==> src/rtl/core/kdlp_pkg.sv <==
// shared types, register map and key codes of the key debounce block
// no dependencies
package kdlp_pkg;

    localparam int PADDR_W = 4;
    localparam int PDATA_W = 32;
    localparam int CNT_W   = 10;

    // register indexes (paddr[3:2])
    localparam logic [1:0] REG_SCAN_INTERVAL = 2'd0;
    localparam logic [1:0] REG_DEBOUNCE      = 2'd1;
    localparam logic [1:0] REG_LONG_LIMIT    = 2'd2;
    localparam logic [1:0] REG_SHORT_LIMIT   = 2'd3;

    // register reset values
    localparam logic [7:0]       RST_SCAN_INTERVAL = 8'd5;
    localparam logic [CNT_W-1:0] RST_DEBOUNCE      = 10'd4;
    localparam logic [CNT_W-1:0] RST_LONG_LIMIT    = 10'd1000;
    localparam logic [CNT_W-1:0] RST_SHORT_LIMIT   = 10'd500;

    // transaction kinds
    localparam logic KIND_TICK = 1'b0;
    localparam logic KIND_READ = 1'b1;

    // key codes
    localparam logic [7:0] KEY_MASK    = 8'hF8;
    localparam logic [7:0] KEY_NONE    = 8'h00;
    localparam logic [7:0] KEY_SPECIAL = 8'h08;
    localparam logic [7:0] KEY_4       = 8'h10;
    localparam logic [7:0] KEY_5       = 8'h20;
    localparam logic [7:0] KEY_6       = 8'h40;
    localparam logic [7:0] KEY_7       = 8'h80;
    localparam logic [7:0] CODE_LONG   = 8'h06;

    typedef struct packed {
        logic [7:0]       scan_interval;
        logic [CNT_W-1:0] debounce_count;
        logic [CNT_W-1:0] long_press_limit;
        logic [CNT_W-1:0] short_press_limit;
    } kdlp_cfg_t;

    typedef struct packed {
        logic [7:0]       scan_divider;
        logic [7:0]       last_key;
        logic [CNT_W-1:0] hold_count;
        logic [7:0]       pending_code;
        logic             code_ready;
    } kdlp_state_t;

    // no key or exactly one of the scanned keys
    function automatic logic single_or_none(input logic [7:0] k);
        return (k == KEY_NONE) || (k == KEY_SPECIAL) || (k == KEY_4) ||
               (k == KEY_5) || (k == KEY_6) || (k == KEY_7);
    endfunction

endpackage

==> src/rtl/core/key_debounce_long_press.sv <==
// Key debounce with long press, top level. Every transaction is captured
// in an input register and applied to the key state when it leaves that
// register, so one transaction per cycle is sustained while the input does
// not stall. A tick gives no result. A read's code is loaded into a
// one-entry output register as the read leaves the input register. The
// input stalls only while a read sits in the input register and the output
// register still holds a result not yet taken; a tick queued behind such a
// read waits with it. The single state update stage lies between the input
// and output registers.
// Configuration via the APB port should be written with the block idle.
// depends on kdlp_pkg, kdlp_regs, kdlp_step
module key_debounce_long_press (
    input  logic                          clk,
    input  logic                          rst_n,
    input  logic                          psel,
    input  logic                          penable,
    input  logic                          pwrite,
    input  logic [kdlp_pkg::PADDR_W-1:0]  paddr,
    input  logic [kdlp_pkg::PDATA_W-1:0]  pwdata,
    output logic [kdlp_pkg::PDATA_W-1:0]  prdata,
    output logic                          pready,
    input  logic                          in_valid,
    output logic                          in_ready,
    input  logic                          kind,
    input  logic [7:0]                    tick_amount,
    input  logic [7:0]                    raw_lines,
    output logic                          out_valid,
    input  logic                          out_ready,
    output logic [7:0]                    key_code
);
    import kdlp_pkg::*;

    kdlp_cfg_t   cfg;
    kdlp_state_t st_reg;
    kdlp_state_t st_next;
    logic [7:0]  read_code;

    logic        stg_valid_reg;
    logic        stg_kind_reg;
    logic [7:0]  stg_tick_reg;
    logic [7:0]  stg_raw_reg;
    logic        stg_advance;
    logic        in_fire;

    logic        out_valid_reg;
    logic [7:0]  out_code_reg;

    assign pready = 1'b1;

    kdlp_regs u_regs (
        .clk     (clk),
        .rst_n   (rst_n),
        .psel    (psel),
        .penable (penable),
        .pwrite  (pwrite),
        .paddr   (paddr),
        .pwdata  (pwdata),
        .prdata  (prdata),
        .cfg     (cfg)
    );

    kdlp_step u_step (
        .cfg         (cfg),
        .cur         (st_reg),
        .kind        (stg_kind_reg),
        .tick_amount (stg_tick_reg),
        .raw_lines   (stg_raw_reg),
        .nxt         (st_next),
        .read_code   (read_code)
    );

    // a tick always retires; a read needs room in the output register
    assign stg_advance = stg_valid_reg &&
                         ((stg_kind_reg == KIND_TICK) || !out_valid_reg || out_ready);
    assign in_ready    = !stg_valid_reg || stg_advance;
    assign in_fire     = in_valid && in_ready;

    // input register
    always_ff @(posedge clk or negedge rst_n)
    begin
        if (!rst_n)
        begin
            stg_valid_reg <= 1'b0;
        end
        else if (in_ready)
        begin
            stg_valid_reg <= in_valid;
        end
    end

    always_ff @(posedge clk)
    begin
        if (in_fire)
        begin
            stg_kind_reg <= kind;
            stg_tick_reg <= tick_amount;
            stg_raw_reg  <= raw_lines;
        end
    end

    // key state
    always_ff @(posedge clk or negedge rst_n)
    begin
        if (!rst_n)
        begin
            st_reg <= '0;
        end
        else if (stg_advance)
        begin
            st_reg <= st_next;
        end
    end

    // output register
    always_ff @(posedge clk or negedge rst_n)
    begin
        if (!rst_n)
        begin
            out_valid_reg <= 1'b0;
        end
        else if (stg_advance && (stg_kind_reg == KIND_READ))
        begin
            out_valid_reg <= 1'b1;
        end
        else if (out_ready)
        begin
            out_valid_reg <= 1'b0;
        end
    end

    always_ff @(posedge clk)
    begin
        if (stg_advance && (stg_kind_reg == KIND_READ))
        begin
            out_code_reg <= read_code;
        end
    end

    assign out_valid = out_valid_reg;
    assign key_code  = out_code_reg;

endmodule

==> src/rtl/core/kdlp_regs.sv <==
// configuration register file behind the APB-style port
// depends on kdlp_pkg
module kdlp_regs (
    input  logic                          clk,
    input  logic                          rst_n,
    input  logic                          psel,
    input  logic                          penable,
    input  logic                          pwrite,
    input  logic [kdlp_pkg::PADDR_W-1:0]  paddr,
    input  logic [kdlp_pkg::PDATA_W-1:0]  pwdata,
    output logic [kdlp_pkg::PDATA_W-1:0]  prdata,
    output kdlp_pkg::kdlp_cfg_t           cfg
);
    import kdlp_pkg::*;

    kdlp_cfg_t  cfg_reg;
    kdlp_cfg_t  cfg_next;
    logic       wr_en;
    logic [1:0] reg_idx;

    assign wr_en   = psel && penable && pwrite;
    assign reg_idx = paddr[3:2];

    // register write decode
    always_comb
    begin
        cfg_next = cfg_reg;
        if (wr_en)
        begin
            case (reg_idx)
                REG_SCAN_INTERVAL: cfg_next.scan_interval     = pwdata[7:0];
                REG_DEBOUNCE:      cfg_next.debounce_count    = pwdata[CNT_W-1:0];
                REG_LONG_LIMIT:    cfg_next.long_press_limit  = pwdata[CNT_W-1:0];
                REG_SHORT_LIMIT:   cfg_next.short_press_limit = pwdata[CNT_W-1:0];
                default:           cfg_next = cfg_reg;
            endcase
        end
    end

    always_ff @(posedge clk or negedge rst_n)
    begin
        if (!rst_n)
        begin
            cfg_reg.scan_interval     <= RST_SCAN_INTERVAL;
            cfg_reg.debounce_count    <= RST_DEBOUNCE;
            cfg_reg.long_press_limit  <= RST_LONG_LIMIT;
            cfg_reg.short_press_limit <= RST_SHORT_LIMIT;
        end
        else
        begin
            cfg_reg <= cfg_next;
        end
    end

    // read-back mux
    always_comb
    begin
        case (reg_idx)
            REG_SCAN_INTERVAL: prdata = {{(PDATA_W-8){1'b0}}, cfg_reg.scan_interval};
            REG_DEBOUNCE:      prdata = {{(PDATA_W-CNT_W){1'b0}}, cfg_reg.debounce_count};
            REG_LONG_LIMIT:    prdata = {{(PDATA_W-CNT_W){1'b0}}, cfg_reg.long_press_limit};
            REG_SHORT_LIMIT:   prdata = {{(PDATA_W-CNT_W){1'b0}}, cfg_reg.short_press_limit};
            default:           prdata = '0;
        endcase
    end

    assign cfg = cfg_reg;

endmodule

==> src/rtl/core/kdlp_step.sv <==
// next-state logic for one transaction: scan divider, debounce and read-out
// depends on kdlp_pkg
module kdlp_step (
    input  kdlp_pkg::kdlp_cfg_t   cfg,
    input  kdlp_pkg::kdlp_state_t cur,
    input  logic                  kind,
    input  logic [7:0]            tick_amount,
    input  logic [7:0]            raw_lines,
    output kdlp_pkg::kdlp_state_t nxt,
    output logic [7:0]            read_code
);
    import kdlp_pkg::*;

    logic [7:0]       div_sum;
    logic             scan_hit;
    logic [7:0]       key;
    logic [CNT_W:0]   cnt_inc;
    logic             at_limit;
    logic [CNT_W-1:0] cnt_sat;
    logic             short_rel;

    assign div_sum  = cur.scan_divider + tick_amount;
    assign scan_hit = (div_sum >= cfg.scan_interval);
    assign key      = ~raw_lines & KEY_MASK;

    // held count, saturating at the long-press limit
    assign cnt_inc  = {1'b0, cur.hold_count} + {{CNT_W{1'b0}}, 1'b1};
    assign at_limit = (cnt_inc >= {1'b0, cfg.long_press_limit});
    assign cnt_sat  = at_limit ? cfg.long_press_limit : cnt_inc[CNT_W-1:0];

    // special key released after a short press
    assign short_rel = (cur.last_key == KEY_SPECIAL) &&
                       (cur.hold_count >= cfg.debounce_count) &&
                       (cur.hold_count < cfg.short_press_limit);

    always_comb
    begin
        nxt       = cur;
        read_code = KEY_NONE;
        if (kind == KIND_READ)
        begin
            // hand out the pending code once
            if (cur.code_ready)
            begin
                read_code      = cur.pending_code;
                nxt.code_ready = 1'b0;
            end
        end
        else
        begin
            nxt.scan_divider = scan_hit ? 8'd0 : div_sum;
            if (scan_hit && single_or_none(key))
            begin
                if (key == cur.last_key)
                begin
                    // same key still held
                    if (key != KEY_NONE)
                    begin
                        nxt.hold_count = cnt_sat;
                        if (key == KEY_SPECIAL)
                        begin
                            if (at_limit)
                            begin
                                nxt.pending_code = CODE_LONG;
                                nxt.code_ready   = 1'b1;
                            end
                        end
                        else if (cnt_sat == cfg.debounce_count)
                        begin
                            nxt.pending_code = key;
                            nxt.code_ready   = 1'b1;
                        end
                    end
                end
                else
                begin
                    // key changed
                    if (short_rel)
                    begin
                        nxt.pending_code = KEY_SPECIAL;
                        nxt.code_ready   = 1'b1;
                    end
                    nxt.last_key   = key;
                    nxt.hold_count = '0;
                end
            end
        end
    end

endmodule

==> config.mk <==
export PLATFORM = sky130hd
export DESIGN_NAME = key_debounce_long_press
export DESIGN_NICKNAME = d
export VERILOG_FILES = /design/src/rtl/core/kdlp_pkg.sv /design/src/rtl/core/key_debounce_long_press.sv /design/src/rtl/core/kdlp_regs.sv /design/src/rtl/core/kdlp_step.sv
export SDC_FILE = /design/constraint.sdc
export NUM_CORES = 1
export LEC_CHECK = 0
export BUFFER_PORTS_ARGS = -buffer_cell sky130_fd_sc_hd__buf_4
export CORE_UTILIZATION = 44
export CTS_CLUSTER_DIAMETER = 80
export DETAILED_ROUTE_END_ITERATION = 16
export PLACE_DENSITY = 0.75
export SLEW_MARGIN = 20
export SYNTH_ARGS = -nofsm -noshare
export SYNTH_HDL_FRONTEND = slang
export SYNTH_SLANG_ARGS = --single-unit
==> constraint.sdc <==
create_clock -name clk -period 4.7 [get_ports clk]
set_input_delay 0.705 -clock clk [delete_from_list [all_inputs] [get_ports clk]]
set_output_delay 0.705 -clock clk [all_outputs]
set_load 0.05 [all_outputs]
==> impl_metrics.toml, run 1 <==
[status]
status = "completed"

[grt]
grt_pass1_wl_um = 20300
grtUsageTotal_pct = 20.0
grt_pass1_vias = 4205
overflow = 0
antenna_found_initial = 0
grt_max_degree = 71

[setup_path]
cp_max_fo = 18
setup.worst_path.end_class = "flop"
worstPathArrival_ns = 4.16
r2r_setup_slack_ns = 0.80
timing_worst_setup_path_type = "flop to flop"
cp-start-kind = "flop"
required_ns = 4.95

[floorplan]
start_util_pct = 45.8
core_area_mm2 = 0.0122
rows = 40
dieHeight_um = 115
dieWidth_um = 115
ioPinCount = 103
die_area_mm2 = 0.0132

[synthesis]
synth-adder-area-share_pct = 10.6
synth_top_family_by_area = "compound AO/OA/AOI/OAI gates"
yosys_warnings = 0
ys_seq_area_share_pct = 42.4
muxShareOfSynthArea_pct = 9.00
netlist_area_mm2 = 0.00559
synthSimpleGateAreaFrac_pct = 10.9
synth_area_per_cell_um2 = 10.4
ys_seq_elements = 90
synth_xor_area_share_pct = 4.54
syn_inst = 538
yosysUniqueCellTypes = 60
synth_edf_count = 20
synth_compound_area_share_pct = 14.1
synth-main-ff-cell = "dfrtp_1"
async_reset_ff_share_pct = 77.8

[route]
drc_errors = 0
dr.pass1.iters = 5
wire_per_inst_um = 16.1
via_per_inst = 5.46
num_vias = 4139
routed_wl_um = 12200
wl_met2_um = 6130
routed.top_layer = "met4"
ant_nets = 0
wl_met3_um = 480
drtIter0Drc = 186
wl_met1_um = 5260

[timing]
setup_viol = 0
max_slew_margin_pct = 41.8
worst_slew_pin_slew_ns = 0.873
fin_skew_ns = 0.00590
setup_tns_ns = 0
hold_viol = 0
drv_slew = 0
rsz0062_at_grt = "no"
fin_hold_ws_ns = 0.476
finalCriticalPeriod_ns = 3.90
final.period_utilization_pct = 83.0
fmax_mhz = 256

[clock_tree]
path_clk_slew_ns = 0.06
cts_resized = 0
clockRootBuffer = "clkbuf_16"
clock_path_buffers = 2
cts_tree = "done"
htree_levels = 3
numCtsBuffers = 9
cts.sinks = 90
cts_setup_buffers = 0
ctsHoldBuffers = 0
clock_latency_ns = 0.35

[cells_and_area]
fillers = 1088
synthToLayoutAreaGrowth_pct = 12.9
layout_common_cells = "55 x inv_1, 55 x dfrtp_1, 54 x buf_4"
nets = 691
final_area_mm2 = 0.00631
antenna_cells = 0
fin_util_pct = 51.7
largest_register_ffs = 38
layout-drive-gt1-share_pct = 21.5

[placed_design]
placed_cell_area_mm2 = 0.00604
hpwlAfterDp_um = 9280
io_buffers = 51
routabilityCongestion = 0.885

[power]
p_per_area_mw_per_mm2 = 441
p_total_uw = 2790
irDropWorstVdd_v = 0.000328
power_leakage_uw = 0.00295

[worst_hold_path]
min_path_type = "primary input to async pin"

[run]
maxCapViolations = 0
cell families after synthesis:
family,after synthesis
other,2
multiplexers,37
AND/OR/NAND/NOR,118
flip-flops,90
AO/OA/AOI/OAI,120
adder cells (fa/ha/maj),47
buffers and inverters,95
XOR/XNOR,29
path summary, 6_finish.rpt:
check | to | from | cells after the start
worst max-delay path | st_reg[9]$_DFFE_PN0P_ | st_reg[27]$_DFFE_PN0P_ | 17
worst min-delay path | st_reg[29]$_DFFE_PN0P_ | rst_n | 1
worst max register to register | st_reg[9]$_DFFE_PN0P_ | st_reg[27]$_DFFE_PN0P_ | 17
worst min register to register | st_reg[31]$_DFFE_PN0P_ | st_reg[31]$_DFFE_PN0P_ | 2
max in group asynchronous | u_regs.cfg[37]$_DFFE_PN0P_ | rst_n | 1
min in group clk | st_reg[31]$_DFFE_PN0P_ | st_reg[31]$_DFFE_PN0P_ | 2
stage by stage:
stage          worst slack, ns  std cells
2_1_floorplan             1.34        560
3_3_place_gp             0.914        742
3_5_place_dp             0.793        742
4_1_cts                  0.794        758
5_1_grt                  0.398        758
6_report                 0.797        758
critical path, stage by stage (launching register included):
cell and delay (ns):
dfrtp_1 0.38, ha_1 0.23, fa_1 0.41, a21oi_1 0.17
nor2_1 0.06, nor2_1 0.18, o21bai_1 0.09, a21oi_1 0.18
xnor2_1 0.17, ha_1 0.21, o21ai_0 0.09, nand2b_1 0.07
o41a_1 0.33, and3_1 0.21, buf_4 0.19, o21ai_2 0.22
or2_2 0.39, o31ai_1 0.22
final cells by class:
type / count / area (µm²) / share of cell area, %
tap: 168 / 210 / 3.33
multi-input combinational: 375 / 2850 / 45.1
clock buffer: 11 / 233 / 3.69
clock inverter: 5 / 37.5 / 0.595
timing repair buffer: 54 / 405 / 6.42
inverter: 55 / 206 / 3.27
sequential: 90 / 2370 / 37.6
report_power, final:
group / internal [µW] / switching, µW / leakage (µW)
clock network: 362 / 311 / 0.000127
logic: 418 / 585 / 0.00176
registers: 969 / 142 / 0.00105
cell usage after synthesis (11+ instances only):
cell type / n / area [µm²]
a21oi_1: 18 / 90.1
and3_1: 11 / 68.8
buf_4: 25 / 188
dfrtp_1: 55 / 1380
dfstp_2: 15 / 394
edfxtp_1: 20 / 601
ha_1: 45 / 563
inv_1: 55 / 206
mux2_2: 23 / 259
nand2_1: 48 / 180
nor2_1: 14 / 52.6
o21ai_0: 37 / 185
xnor2_1: 22 / 193
routing by layer:
layer  GRT usage, %  up-vias
met2           34.5      111
met3           3.39       24
met5              0        -
li1               -     1953
met1           24.5     2051
met4           9.44        0
(Power assumes the default switching activity.)
==> inputs of run 2 (changes only) <==
- PLACE_DENSITY: 0.75 -> 0.77
- clock period: 4.7 -> 3.2 ns (I/O delays scaled with it)
==> run 2 against run 1 <==
Effect of this change:
- highest routed layer unchanged
- flip-flop and latch count is the same
- clock power grew 53%
- non-clock buffer count is 44 higher
- sequential power rose by 47%
- cell area up 8.4%
- the flow now finishes with violations (negative setup slack)
- maximum frequency rose by 19%
- critical endpoint is now st_reg[4]$_DFFE_PN0P_
- via count is 4.2% higher
- total power grew 61%
- final cell count grew 5.8%
- largest power group is now combinational cells
- global-route usage increased by 1.3 points
==> impl_metrics.toml, run 2 (synthesized netlist as in run 1, its figures left out) <==
[setup_path]
required_ns = 3.42
cp_max_fo = 10
timing_worst_setup_path_type = "flop to flop"
reg2reg_to = "st_reg[4]$_DFFE_PN0P_"
cp-start-kind = "flop"
worstPathArrival_ns = 3.49
worstReg2RegStart = "st_reg[9]$_DFFE_PN0P_"
setup.worst_path.end_class = "flop"
r2r_setup_slack_ns = -0.07
r2r_cells = 15

[cells_and_area]
largest_register_ffs = 38
layout-drive-gt1-share_pct = 31.4
fillers = 978
layout_commonest_cell = "buf_4"
synthToLayoutAreaGrowth_pct = 22.5
antenna_cells = 0
layout.cells.non_filler = 802
layout_common_cells = "95 x buf_4, 55 x inv_1, 55 x dfrtp_1"
nets = 735

[floorplan]
core_area_mm2 = 0.0122
rows = 40
ioPinCount = 103
die_area_mm2 = 0.0132
dieHeight_um = 115
dieWidth_um = 115
start_util_pct = 45.8

[run]
maxCapViolations = 0

[timing]
hold_viol = 0
drv_slew = 0
fin_ws_ns = -0.0671
setup_tns_ns = -0.180
worst_slew_pin_slew_ns = 0.887
fmax_mhz = 306
fin_skew_ns = 0.00607
rsz0062_at_grt = "yes"
final.period_utilization_pct = 102
finalCriticalPeriod_ns = 3.27
max_slew_margin_pct = 40.9
setup_viol = 3

[route]
dr.pass1.iters = 5
num_vias = 4311
drc_errors = 0
routed_wl_um = 13100
drtIter0Drc = 249
wire_per_inst_um = 16.3
via_per_inst = 5.38
ant_nets = 0

[grt]
grt_pass1_wl_um = 21400
grt_max_degree = 71
overflow = 0
antenna_found_initial = 0
grtUsageTotal_pct = 21.3
grt_pass1_vias = 4483

[worst_hold_path]
min_path_type = "primary input to async pin"

[placed_design]
io_buffers = 51
routabilityCongestion = 0.976
place_inst = 780
hpwlAfterDp_um = 9580
pre_cts_slack_ns = -0.233

[clock_tree]
path_clk_slew_ns = 0.06
clock_latency_ns = 0.34
clock_path_buffers = 2
htree_levels = 3
clockRootBuffer = "clkbuf_16"
numCtsBuffers = 9
cts_tree = "done"
cts.sinks = 90
ctsHoldBuffers = 0

[power]
p_sw_share_pct = 36.5
irDropWorstVdd_v = 0.000576
power_frac_seq_pct = 36.3
power_leakage_uw = 0.00323
p_per_area_mw_per_mm2 = 655
p_int_uw = 2840
p_switching_uw = 1640
clkPwrFrac_pct = 23.0
combPwrFrac_pct = 40.7

[status]
violations = "negative setup slack"
status = "finished, violations left"
run 2: what timing repair did:
| action | 4_1_cts | 5_1_grt |
|---|---|---|
| setup buffers | 7 | 0 |
| gates resized for setup | 22 | 13 |
| endpoints found under the setup margin | 22 | 27 |
| pin swaps | 12 | 4 |
run 2: layout make-up:
class / instances / area [µm²] / area share [%]
well taps: 168 / 210 / 3.07
clock inverters: 6 / 57.6 / 0.841
inverters: 55 / 206 / 3.02
multi-input cells: 375 / 3010 / 44.0
clock buffers: 10 / 229 / 3.35
flip-flops and latches: 90 / 2370 / 34.6
repair buffers: 98 / 756 / 11.0
run 2: worst max-delay path, cell delays in order (launching register included):
cell and delay [ns]:
dfrtp_1 0.35, buf_4 0.20, and3_1 0.17, nand4_1 0.11
xor2_1 0.25, inv_1 0.08, ha_1 0.33, and3_4 0.22
a21oi_2 0.06, buf_6 0.14, buf_4 0.14, nor4_4 0.32
a41o_1 0.16, and3_1 0.21, nand4b_4 0.15, o221a_1 0.26
run 2: stage by stage:
step	instance area [µm²]	hold WS (ns)	utilization (%)	total power (µW)
2_1_floorplan	5710	0.184	-	2750
3_3_place_gp	6360	0.470	52.1	3190
3_5_place_dp	6360	0.482	52.1	3280
4_1_cts	6800	0.303	55.7	4450
5_1_grt	6840	0.305	56.0	4730
6_report	6840	0.259	56.0	4480
run 2: power groups by stage:
stage	registers (µW)	logic, µW	clock network (µW)
after CTS	1610	1800	1040
after floorplan	1590	1170	0
after global placement	1610	1570	0
final	1630	1820	1030
after global routing	1650	1990	1080
after detailed placement	1630	1650	0
run 2: worst max path at each step:
stage                                          from                    end
final                         st_reg[9]$_DFFE_PN0P_  st_reg[4]$_DFFE_PN0P_
after global routing         st_reg[27]$_DFFE_PN0P_  st_reg[4]$_DFFE_PN0P_
after CTS                    st_reg[27]$_DFFE_PN0P_  st_reg[4]$_DFFE_PN0P_
after detailed placement  stg_tick_reg[0]$_DFFE_PP_  st_reg[9]$_DFFE_PN0P_
after global placement    stg_tick_reg[0]$_DFFE_PP_  st_reg[4]$_DFFE_PN0P_
after floorplan           stg_tick_reg[0]$_DFFE_PP_  st_reg[4]$_DFFE_PN0P_
run 2: layer usage:
layer | track usage (%) | wire length [µm] | vias to the layer above
met4 | 11.6 | 557 | 0
met3 | 2.81 | 543 | 43
li1 | - | - | 2038
met2 | 37.6 | 6690 | 153
met5 | 0 | 0 | -
met1 | 25.1 | 5290 | 2077
==> inputs of run 3 (changes only) <==
- PLACE_DENSITY: 0.77 -> 0.75
- clock period: 3.2 -> 3.9 ns (I/O delays scaled with it)
==> run 3 against run 2 <==
Effect of this change:
- largest cell class unchanged
- critical endpoint is now st_reg[0]$_DFFE_PN0P_
- first-iteration DRC count decreased by 25%
- highest routed layer unchanged
- die area did not move
- maximum frequency is 8.9% lower
- clock power decreased by 23%
- register-to-register slack gained 0.38 ns
- the run now ends clean
- non-clock buffer count decreased by 34
==> impl_metrics.toml, run 3 (synthesized netlist as in run 1, its figures left out) <==
[status]
status = "completed"

[clock_tree]
htree_levels = 3
clock_path_buffers = 2
clockRootBuffer = "clkbuf_16"
clock_latency_ns = 0.34
cts_tree = "done"
numCtsBuffers = 9
cts.sinks = 90
path_clk_slew_ns = 0.07
ctsHoldBuffers = 0

[power]
combPwrFrac_pct = 37.2
p_int_uw = 2130
p_switching_uw = 1260
p_sw_share_pct = 37.2
irDropWorstVdd_v = 0.000332
power_frac_seq_pct = 39.3
power_leakage_uw = 0.00299
clkPwrFrac_pct = 23.5
p_per_area_mw_per_mm2 = 532

[timing]
worst_slew_pin_slew_ns = 0.893
setup_tns_ns = 0
rsz0062_at_grt = "no"
drv_slew = 0
finalCriticalPeriod_ns = 3.59
final.period_utilization_pct = 92.0
fin_skew_ns = 0.00619
setup_viol = 0
hold_viol = 0
fmax_mhz = 279
max_slew_margin_pct = 40.5

[floorplan]
dieHeight_um = 115
dieWidth_um = 115
ioPinCount = 103
die_area_mm2 = 0.0132
rows = 40
core_area_mm2 = 0.0122
start_util_pct = 45.8

[route]
via_per_inst = 5.41
ant_nets = 0
drc_errors = 0
routed_wl_um = 12400
wire_per_inst_um = 16.1
dr.pass1.iters = 6
drtIter0Drc = 186
num_vias = 4154

[setup_path]
cp_max_fo = 9
r2r_cells = 14
cp-start-kind = "flop"
timing_worst_setup_path_type = "flop to flop"
required_ns = 4.10
worstPathArrival_ns = 3.79
setup.worst_path.end_class = "flop"

[grt]
grt_pass1_wl_um = 20000
antenna_found_initial = 0
grt_max_degree = 71
grt_pass1_vias = 4123
overflow = 0
grtUsageTotal_pct = 19.9

[cells_and_area]
layout_commonest_cell = "buf_4"
layout-drive-gt1-share_pct = 23.0
antenna_cells = 0
fillers = 1077
synthToLayoutAreaGrowth_pct = 14.2
layout_common_cells = "64 x buf_4, 55 x inv_1, 55 x dfrtp_1"
largest_register_ffs = 38
layout.cells.non_filler = 768
nets = 701

[placed_design]
place_inst = 751
routabilityCongestion = 0.890
io_buffers = 51
hpwlAfterDp_um = 9430

[worst_hold_path]
min_path_type = "primary input to async pin"

[run]
maxCapViolations = 0
==> run 3: stage by stage <==
stage | instance area (µm²) | hold WS (ns) | util (%) | power (µW) | worst slack, ns
floorplan | 5670 | 0.289 | - | 2240 | 0.538
global placement | 6100 | 0.469 | 50.0 | 2510 | 0.262
detailed placement | 6100 | 0.488 | 50.0 | 2580 | 0.154
CTS | 6370 | 0.405 | 52.2 | 3390 | 0.154
global route | 6380 | 0.400 | 52.3 | 3600 | 0.0762
finish | 6380 | 0.358 | 52.3 | 3390 | 0.312
==> run 3: critical path, cell delays in order (launching register included) <==
cell and delay [ns]:
dfrtp_1 0.50, and4_4 0.32, nand4_4 0.13, xnor2_1 0.25, ha_1 0.29, a21o_1 0.16
a21oi_1 0.25, o21ai_2 0.09, a21oi_2 0.26, buf_4 0.23, nor4_2 0.07, a41o_1 0.24
and4_4 0.18, o31a_4 0.30, o21bai_1 0.16
==> run 3: area by class of cell <==
type                       count  area (µm²)  share of cell area (%)
sequential                    90        2370                    37.1
timing repair buffer          64         480                    7.53
clock buffer                   9         225                    3.53
clock inverter                 7        45.0                   0.706
inverter                      55         206                    3.23
multi-input combinational    375        2840                    44.6
tap                          168         210                    3.29
==> run 3: what timing repair did <==
item	in CTS	in global routing
resized for setup	0	2
setup endpoints to repair	0	11
buffers inserted	0	1
==> run 3: worst paths after layout <==
| path | start | to | slack (ns) |
|---|---|---|---|
| max in group asynchronous | rst_n | u_regs.cfg[33]$_DFFE_PN0P_ | 2.95 |
| max | st_reg[12]$_DFFE_PN0P_ | st_reg[0]$_DFFE_PN0P_ | 0.31 |
| min reg2reg | st_reg[29]$_DFFE_PN0P_ | st_reg[29]$_DFFE_PN0P_ | 0.50 |
| min in group clk | tick_amount[6] | stg_tick_reg[6]$_DFFE_PP_ | 0.41 |
| max reg2reg | st_reg[12]$_DFFE_PN0P_ | st_reg[0]$_DFFE_PN0P_ | 0.31 |
| min | rst_n | st_reg[29]$_DFFE_PN0P_ | 0.36 |
==> run 3: per-layer routing <==
layer  global-route usage [%]  up-vias  routed length [µm]
met4                     10.4        0                 395
met2                     33.7      133                6130
li1                         -     1980                   -
met3                     3.18       28                 508
met1                     24.8     2013                5330
met5                        0        -                   0
==> run 3: power by group through the flow <==
stage	registers [µW]	logic (µW)	clock network, µW
after floorplan	1300	941	0
after global placement	1330	1170	0
after detailed placement	1350	1230	0
after CTS	1330	1240	815
after global routing	1360	1390	849
final	1330	1260	798
